[config.mk]
export PLATFORM = sky130hd
export DESIGN_NAME = weighted_random_selector
export DESIGN_NICKNAME = d
export VERILOG_FILES = /design/src/design/wrs_pkg.sv /design/src/design/wrs_ctrl.sv /design/src/design/wrs_dp.sv /design/src/design/weighted_random_selector.sv
export SDC_FILE = /design/constraint.sdc
export NUM_CORES = 1
export LEC_CHECK = 0
export ABC_AREA = 1
export BUFFER_PORTS_ARGS = -buffer_cell sky130_fd_sc_hd__buf_2
export CAP_MARGIN = 20
export CORE_MARGIN = 2
export CORE_UTILIZATION = 35
export CTS_BUF_LIST = sky130_fd_sc_hd__clkbuf_8 sky130_fd_sc_hd__clkbuf_16
export CTS_CLUSTER_DIAMETER = 150
export CTS_CLUSTER_SIZE = 12
export DETAILED_ROUTE_END_ITERATION = 8
export RECOVER_POWER = 50
export REMOVE_ABC_BUFFERS = 1
export SLEW_MARGIN = 40
export SYNTH_ARGS = -nofsm -noshare
export SYNTH_HDL_FRONTEND = slang
export SYNTH_SLANG_ARGS = --single-unit
[constraint.sdc]
create_clock -name i_clk -period 4.35 [get_ports i_clk]
set_input_delay 0.87 -clock i_clk [delete_from_list [all_inputs] [get_ports i_clk]]
set_output_delay 0.87 -clock i_clk [all_outputs]
set_load 0.05 [all_outputs]
[src/design/wrs_pkg.sv]
`default_nettype none

package wrs_pkg;

    // Sizing
    localparam int MAX_OPTIONS = 16;
    localparam int WEIGHT_BITS = 16;

    // Fixed field widths of the channels
    localparam int WEIGHT_IN_W = 16;
    localparam int RAND_W      = 31;
    localparam int CHOSEN_W    = 4;

    // Derived widths
    localparam int IDX_W   = (MAX_OPTIONS > 1) ? $clog2(MAX_OPTIONS) : 1;
    localparam int CNT_W   = $clog2(MAX_OPTIONS + 1);
    localparam int TOTAL_W = WEIGHT_BITS + IDX_W;
    localparam int STEP_W  = $clog2(RAND_W);

    localparam logic [STEP_W-1:0] LAST_STEP = STEP_W'(RAND_W - 1);

    // Select status codes
    localparam logic STATUS_OK   = 1'b0;
    localparam logic STATUS_ZERO = 1'b1;

    typedef struct packed {
        logic [WEIGHT_IN_W-1:0] weight_milli;
        logic                   is_last;
        logic [RAND_W-1:0]      random_word;
    } t_in_item;

    typedef struct packed {
        logic [CHOSEN_W-1:0] chosen_index;
        logic                select_status;
    } t_out_item;

    // Controller to datapath
    typedef struct packed {
        logic load;       // take the input request
        logic init;       // set up remainder, walk and result
        logic div_step;   // one remainder bit
        logic walk_step;  // one stored weight
        logic finish;     // publish result, start a new set
    } t_cmd;

    // Datapath to controller
    typedef struct packed {
        logic total_zero;
        logic walk_done;
        logic out_free;
    } t_status;

endpackage

`default_nettype wire

[src/design/wrs_ctrl.sv]
`default_nettype none

module wrs_ctrl (
    input  wire logic             i_clk,
    input  wire logic             i_rst_n,
    input  wire logic             i_in_valid,
    input  wire logic             i_in_last,
    input  wire wrs_pkg::t_status i_status,
    output logic                  o_in_ready,
    output wrs_pkg::t_cmd         o_cmd
);

    localparam logic [2:0] S_IDLE   = 3'd0;
    localparam logic [2:0] S_CHECK  = 3'd1;
    localparam logic [2:0] S_DIV    = 3'd2;
    localparam logic [2:0] S_WALK   = 3'd3;
    localparam logic [2:0] S_FINISH = 3'd4;

    logic [2:0]                  r_state;
    logic [2:0]                  n_state;
    logic [wrs_pkg::STEP_W-1:0]  r_step;
    logic [wrs_pkg::STEP_W-1:0]  n_step;
    logic                        w_accept;

    assign o_in_ready = (r_state == S_IDLE);
    assign w_accept   = i_in_valid && o_in_ready;

    // Next state and commands
    always_comb begin
        n_state = r_state;
        n_step  = r_step;
        o_cmd   = '0;
        case (r_state)
            S_IDLE: begin
                o_cmd.load = w_accept;
                if (w_accept && i_in_last) begin
                    n_state = S_CHECK;
                end
            end
            S_CHECK: begin
                o_cmd.init = 1'b1;
                n_step     = '0;
                n_state    = i_status.total_zero ? S_FINISH : S_DIV;
            end
            S_DIV: begin
                o_cmd.div_step = 1'b1;
                n_step         = r_step + 1'b1;
                if (r_step == wrs_pkg::LAST_STEP) begin
                    n_state = S_WALK;
                end
            end
            S_WALK: begin
                o_cmd.walk_step = 1'b1;
                if (i_status.walk_done) begin
                    n_state = S_FINISH;
                end
            end
            S_FINISH: begin
                if (i_status.out_free) begin
                    o_cmd.finish = 1'b1;
                    n_state      = S_IDLE;
                end
            end
            default: begin
                n_state = S_IDLE;
            end
        endcase
    end

    always_ff @(posedge i_clk) begin
        if (!i_rst_n) begin
            r_state <= S_IDLE;
            r_step  <= '0;
        end else begin
            r_state <= n_state;
            r_step  <= n_step;
        end
    end

endmodule

`default_nettype wire

[src/design/wrs_dp.sv]
`default_nettype none

module wrs_dp (
    input  wire logic              i_clk,
    input  wire logic              i_rst_n,
    input  wire wrs_pkg::t_in_item i_in_item,
    input  wire logic              i_out_ready,
    input  wire wrs_pkg::t_cmd     i_cmd,
    output wrs_pkg::t_status       o_status,
    output logic                   o_out_valid,
    output wrs_pkg::t_out_item     o_out_item
);

    // Weight storage, written in load order
    logic [wrs_pkg::WEIGHT_BITS-1:0] r_store [wrs_pkg::MAX_OPTIONS];

    logic [wrs_pkg::TOTAL_W-1:0] r_total;
    logic [wrs_pkg::CNT_W-1:0]   r_count;
    logic [wrs_pkg::RAND_W-1:0]  r_dvd;
    logic [wrs_pkg::TOTAL_W-1:0] r_rem;
    logic [wrs_pkg::TOTAL_W-1:0] r_prefix;
    logic [wrs_pkg::IDX_W-1:0]   r_idx;
    logic [wrs_pkg::IDX_W-1:0]   r_sel_idx;
    logic                        r_sel_err;
    logic                        r_out_valid;
    wrs_pkg::t_out_item          r_out;

    logic [wrs_pkg::WEIGHT_BITS-1:0] w_weight;
    logic                            w_has_room;
    logic [wrs_pkg::TOTAL_W:0]       w_rem_sh;
    logic                            w_rem_ge;
    logic [wrs_pkg::TOTAL_W-1:0]     n_prefix;
    logic                            w_hit;
    logic                            w_at_end;

    assign w_weight   = wrs_pkg::WEIGHT_BITS'(i_in_item.weight_milli);
    assign w_has_room = (r_count < wrs_pkg::CNT_W'(wrs_pkg::MAX_OPTIONS));

    // Restoring remainder step
    assign w_rem_sh = {r_rem, r_dvd[wrs_pkg::RAND_W-1]};
    assign w_rem_ge = (w_rem_sh >= {1'b0, r_total});

    // Prefix walk step
    assign n_prefix = r_prefix + wrs_pkg::TOTAL_W'(r_store[r_idx]);
    assign w_hit    = (n_prefix >= r_rem);
    assign w_at_end = ((wrs_pkg::CNT_W'(r_idx) + wrs_pkg::CNT_W'(1)) == r_count);

    assign o_status.total_zero = (r_total == '0);
    assign o_status.walk_done  = w_hit || w_at_end;
    assign o_status.out_free   = !r_out_valid || i_out_ready;

    // Store write
    always_ff @(posedge i_clk) begin
        if (i_cmd.load && w_has_room) begin
            r_store[r_count[wrs_pkg::IDX_W-1:0]] <= w_weight;
        end
    end

    // Set bookkeeping
    always_ff @(posedge i_clk) begin
        if (!i_rst_n) begin
            r_total <= '0;
            r_count <= '0;
        end else if (i_cmd.finish) begin
            r_total <= '0;
            r_count <= '0;
        end else if (i_cmd.load && w_has_room) begin
            r_total <= r_total + wrs_pkg::TOTAL_W'(w_weight);
            r_count <= r_count + 1'b1;
        end
    end

    // Remainder, walk and selection registers
    always_ff @(posedge i_clk) begin
        if (i_cmd.load) begin
            r_dvd <= i_in_item.random_word;
        end
        if (i_cmd.init) begin
            r_rem     <= '0;
            r_prefix  <= '0;
            r_idx     <= '0;
            r_sel_idx <= '0;
            r_sel_err <= (r_total == '0) ? wrs_pkg::STATUS_ZERO : wrs_pkg::STATUS_OK;
        end
        if (i_cmd.div_step) begin
            r_dvd <= {r_dvd[wrs_pkg::RAND_W-2:0], 1'b0};
            r_rem <= w_rem_ge ? wrs_pkg::TOTAL_W'(w_rem_sh - {1'b0, r_total})
                              : wrs_pkg::TOTAL_W'(w_rem_sh);
        end
        if (i_cmd.walk_step) begin
            r_prefix <= n_prefix;
            r_idx    <= r_idx + 1'b1;
            if (w_hit) begin
                r_sel_idx <= r_idx;
            end
        end
    end

    // Output register
    always_ff @(posedge i_clk) begin
        if (!i_rst_n) begin
            r_out_valid <= 1'b0;
        end else if (i_cmd.finish) begin
            r_out_valid <= 1'b1;
        end else if (i_out_ready) begin
            r_out_valid <= 1'b0;
        end
    end

    always_ff @(posedge i_clk) begin
        if (i_cmd.finish) begin
            r_out.chosen_index  <= wrs_pkg::CHOSEN_W'(r_sel_idx);
            r_out.select_status <= r_sel_err;
        end
    end

    assign o_out_valid = r_out_valid;
    assign o_out_item  = r_out;

`ifndef SYNTHESIS
    // Never more weights held than there are slots
    a_count_bound: assert property (@(posedge i_clk) disable iff (!i_rst_n)
        r_count <= wrs_pkg::CNT_W'(wrs_pkg::MAX_OPTIONS))
        else $error("weight count beyond capacity");

    // Reduced value is below the total once the walk runs
    a_rem_below_total: assert property (@(posedge i_clk) disable iff (!i_rst_n)
        i_cmd.walk_step |-> (r_rem < r_total))
        else $error("remainder not reduced below total");

    // A result is only published into a free output register
    a_finish_free: assert property (@(posedge i_clk) disable iff (!i_rst_n)
        i_cmd.finish |-> (!r_out_valid || i_out_ready))
        else $error("result overwrote a pending one");

    // Zero-total results always carry index zero
    a_err_index: assert property (@(posedge i_clk) disable iff (!i_rst_n)
        (r_out_valid && r_out.select_status == wrs_pkg::STATUS_ZERO)
            |-> (r_out.chosen_index == '0))
        else $error("error result with nonzero index");
`endif

endmodule

`default_nettype wire

[src/design/weighted_random_selector.sv]
// Channel  | Signals                               | Payload
// ---------+---------------------------------------+------------------------------
// input    | i_in_valid / o_in_ready / i_in_item   | weight_milli, is_last, random_word
// output   | o_out_valid / i_out_ready / o_out_item| chosen_index, select_status
//
// A request without is_last is taken while idle; the block stays ready for the next.
// A last request is loaded, the total checked, the bit-serial remainder formed (one bit
// a cycle over the random word), the stored weights walked and the result published
// before the next request; a zero total skips the remainder and the walk.
// Reset (i_rst_n low, synchronous) empties the set and the output register.
// A stalled output holds the result; the block waits to publish a new one.
`default_nettype none

module weighted_random_selector (
    input  wire logic               i_clk,
    input  wire logic               i_rst_n,
    input  wire logic               i_in_valid,
    output logic                    o_in_ready,
    input  wire wrs_pkg::t_in_item  i_in_item,
    output logic                    o_out_valid,
    input  wire logic               i_out_ready,
    output wrs_pkg::t_out_item      o_out_item
);

    wrs_pkg::t_cmd    w_cmd;
    wrs_pkg::t_status w_status;

    // Sequencer
    wrs_ctrl u_ctrl (
        .i_clk      (i_clk),
        .i_rst_n    (i_rst_n),
        .i_in_valid (i_in_valid),
        .i_in_last  (i_in_item.is_last),
        .i_status   (w_status),
        .o_in_ready (o_in_ready),
        .o_cmd      (w_cmd)
    );

    // Storage, remainder, walk and output register
    wrs_dp u_dp (
        .i_clk       (i_clk),
        .i_rst_n     (i_rst_n),
        .i_in_item   (i_in_item),
        .i_out_ready (i_out_ready),
        .i_cmd       (w_cmd),
        .o_status    (w_status),
        .o_out_valid (o_out_valid),
        .o_out_item  (o_out_item)
    );

endmodule

`default_nettype wire

==> impl_metrics.json <==
{
  "status": "finished with violations",
  "violations": "max-capacitance violations, max-slew violations",
  "nFillCells": 5162,
  "synth_top_family_by_area": "compound AO/OA/AOI/OAI gates",
  "max_freq_mhz": 249.1,
  "routabilityCongestion": 0.9056,
  "synthSimpleGateAreaFrac_pct": 12.11,
  "grt_pass1_vias": 13140,
  "crit_slowest_cell": "dfxtp_4",
  "post-route-period-util_pct": 92.29,
  "vias_per_cell": 5.159,
  "synthDominantCellAreaShare_pct": 52.90,
  "drc": 0,
  "grt.total_usage_pct": 17.55,
  "reg2reg_depth": 23,
  "fin_setup_tns_ps": 0,
  "cts.sinks": 379,
  "placed_area_um2": 20320,
  "min_period_ps": 4015,
  "crit_path_end": "u_dp.r_sel_idx[3]$_DFF_P_",
  "skew_ps": 33.95,
  "grt_max_degree": 68,
  "yosys.area_share.adder_pct": 5.497,
  "ir_drop_uv": 426.9,
  "first_pass_iters": 5,
  "setup_violations": 0,
  "die_w_um": 237.5,
  "crit_type": "flop to flop",
  "hold_buffers": 0,
  "root_buffer": "clkbuf_16",
  "fin_util_pct": 40.19,
  "nNetsFinal": 2063,
  "numPortBuffers": 58,
  "syn_to_final_growth_pct": 13.39,
  "core_um2": 53810,
  "final_common_cell": "edfxtp_1",
  "initial_utilization_pct": 35.45,
  "synth_top_cells_by_area": "edfxtp_1 53%, ha_1 5.2%, nand2_1 5.0%, inv_1 5.0%, dfxtp_1 4.5%",
  "maxSlewHeadroom_pct": -17.29,
  "grt_overflow": 0,
  "synth-edff-count": 336,
  "crit_required_ps": 4790,
  "p_leak_nw": 8.636,
  "synth.area.mux_share_pct": 3.358,
  "syn_area_um2": 19070,
  "arrival_ps": 4460,
  "hold_violations": 0,
  "p_per_area_nw_per_um2": 740.7,
  "end_kind": "flop",
  "cp_slowest_stage_delay_ps": 380,
  "synth_compound_area_share_pct": 13.42,
  "die_h_um": 237.5,
  "ant_nets": 0,
  "cts-htree-levels": 2,
  "syn_avg_cell_area_um2": 10.34,
  "avgRoutedWirePerCell_um": 19.13,
  "drt_iter0_markers": 1121,
  "insertion_delay_ps": 570,
  "synthArstFlopShare_pct": 0,
  "grt_pass1_wl_um": 75640,
  "dieArea_um2": 56380,
  "mostFrequentLayoutCells": "336 x edfxtp_1, 271 x inv_1, 254 x nand2_1, 156 x a21oi_1, 133 x o21ai_0",
  "slew_violations": 31,
  "synth_top_area_cell": "edfxtp_1",
  "num_vias": 13650,
  "ys_warn_count": 0,
  "synthCells": 1845,
  "ff2ff_setup_slack_ps": 340,
  "antenna_found_initial": 2,
  "seq_area_frac_synth_pct": 57.41,
  "worstMarginPinSlew_ps": 1759,
  "hp-class": "flop to flop",
  "synthFlopType": "edfxtp_1",
  "wl_um": 50610,
  "worst-path-max-fanout": 17,
  "cts_tree": "built",
  "cts.clk_slew.worst_paths_ps": 60,
  "crit_chain": "buf_12, buf_16, mux2i_2, o21ai_0, o211ai_1, nand2_1, ha_1, a21oi_1, o21ai_0, a21oi_1, nand3_1, xnor2_2, inv_1, ha_1, nand2_1, nor2_2, nand4_1, a21oi_1, nor2_2, nand2_1, nand2_2, nand3_1, o21ai_0",
  "hpwlAfterDp_um": 32980,
  "stdcell_area_um2": 21630,
  "yosys.area_share.xor_xnor_pct": 1.286,
  "drive_gt1_share_pct": 11.13,
  "r2r_end": "u_dp.r_sel_idx[3]$_DFF_P_",
  "clk_path_buf_depth": 3,
  "core.rowCount": 85,
  "p_total_w": 0.01602,
  "cts_buffers": 37,
  "start_kind": "flop",
  "synth-seq-cells": 379,
  "ioPinCount": 59,
  "drv_cap": 1,
  "synth_cell_type_count": 49
}
## through the flow
stage,cells,setup slack (ps),hold slack (ps)
global placement,2576,171.9,421.9
CTS,2635,82.25,437.2
global route,2646,-19.06,446.6
floorplan,1781,-3018,400.3
finish,2646,335.3,436.8
detailed placement,2576,96.51,412.1
## critical path: cells and delay by family (launching register included)
kind	cells	cell delay, ps
multiplexers	1	220
AO/OA/AOI/OAI	7	1150
AND/OR/NAND/NOR	9	890
adder cells (fa/ha/maj)	2	650
XOR/XNOR	1	170
flip-flops	1	380
buffers and inverters	3	400
## repair_timing
item,CTS,global route
endpoints found under the setup margin,0,7
buffers inserted,0,7
resized for setup,0,35
## registers in the layout, summed over array words and instances (netlist names), named ones only
| name | flops |
|---|---|
| u_dp.r_store | 256 |
| u_dp.r_dvd | 31 |
| u_dp.r_total | 20 |
| u_ctrl.r_step | 5 |
| u_dp.r_sel_err | 1 |
| u_dp.r_idx | 4 |
| u_dp.r_rem | 20 |
| u_dp.r_sel_idx | 4 |
| u_dp.o_out_item | 5 |
| u_dp.o_out_valid | 1 |
| u_dp.r_prefix | 20 |
| u_dp.r_count | 5 |
| u_ctrl.r_state | 3 |
## final cells by class
cell class              count  area [um^2]  area share, %
clock buffers              38        950.9          4.396
clock inverters            21        111.4         0.5148
inverters                 260        978.4          4.524
well taps                 696        870.8          4.026
diodes                      1        2.502        0.01157
multi-input cells        1142         6959          32.17
flip-flops and latches    379        10960          50.67
repair buffers            109        797.0          3.685
## worst min-delay path by stage
| stage | to | cells past startpoint | slack (ps) | startpoint |
|---|---|---|---|---|
| global placement | u_dp.o_out_item[0]$_DFFE_PP_ | 0 | 420 | u_dp.r_sel_err$_DFFE_PP_ |
| CTS | u_dp.o_out_item[0]$_DFFE_PP_ | 0 | 440 | u_dp.r_sel_err$_DFFE_PP_ |
| global route | u_dp.o_out_item[0]$_DFFE_PP_ | 0 | 450 | u_dp.r_sel_err$_DFFE_PP_ |
| floorplan | u_dp.o_out_item[0]$_DFFE_PP_ | 0 | 400 | u_dp.r_sel_err$_DFFE_PP_ |
| finish | u_dp.o_out_item[0]$_DFFE_PP_ | 0 | 440 | u_dp.r_sel_err$_DFFE_PP_ |
| detailed placement | u_dp.o_out_item[0]$_DFFE_PP_ | 0 | 410 | u_dp.r_sel_err$_DFFE_PP_ |
## power by group
part / switching, W / leakage, nW / internal [W] / total (W)
logic: 0.00523 / 4.62 / 0.00283 / 0.00806
registers: 0.000322 / 3.44 / 0.00467 / 0.00500
clock network: 0.00139 / 0.581 / 0.00158 / 0.00297
## layer usage
layer / vias up / global-route usage, % / wire (um)
met4: 0 / 5.336 / 1466
met2: 374 / 28.53 / 23360
li1: 6616 / - / -
met5: - / 0 / 0
met1: 6579 / 24.17 / 22870
met3: 82 / 2.741 / 2914
## synth_stat cells (2+ instances only)
cell type,instances
nand2_2,14
nor3_2,4
nand4_1,19
o22ai_1,4
mux2i_1,64
a21oi_2,7
a31oi_1,2
nor4_1,3
edfxtp_1,336
ha_1,79
nor2_1,128
o21bai_1,2
o21ai_1,16
fa_1,3
xnor2_1,9
o211ai_1,65
o21a_1,4
o21ai_0,133
xor2_1,19
and2_1,3
buf_4,8
o21ai_2,4
nand3b_1,2
nor2_2,6
a22o_1,29
a21o_1,6
a211oi_1,2
nor3_1,8
buf_2,12
nor2_4,5
dfxtp_1,43
inv_2,7
buf_6,5
nand3_1,79
nand2_1,255
clkbuf_1,31
inv_1,252
buf_1,6
a21oi_1,161
## kinds of logic after synthesis
kind of cell	after synthesis
compound gates	438
xor+xnor	28
fa+ha+maj	82
buf+inv	324
flops	379
mux	64
simple gates	530
(Power assumes the default switching activity.)
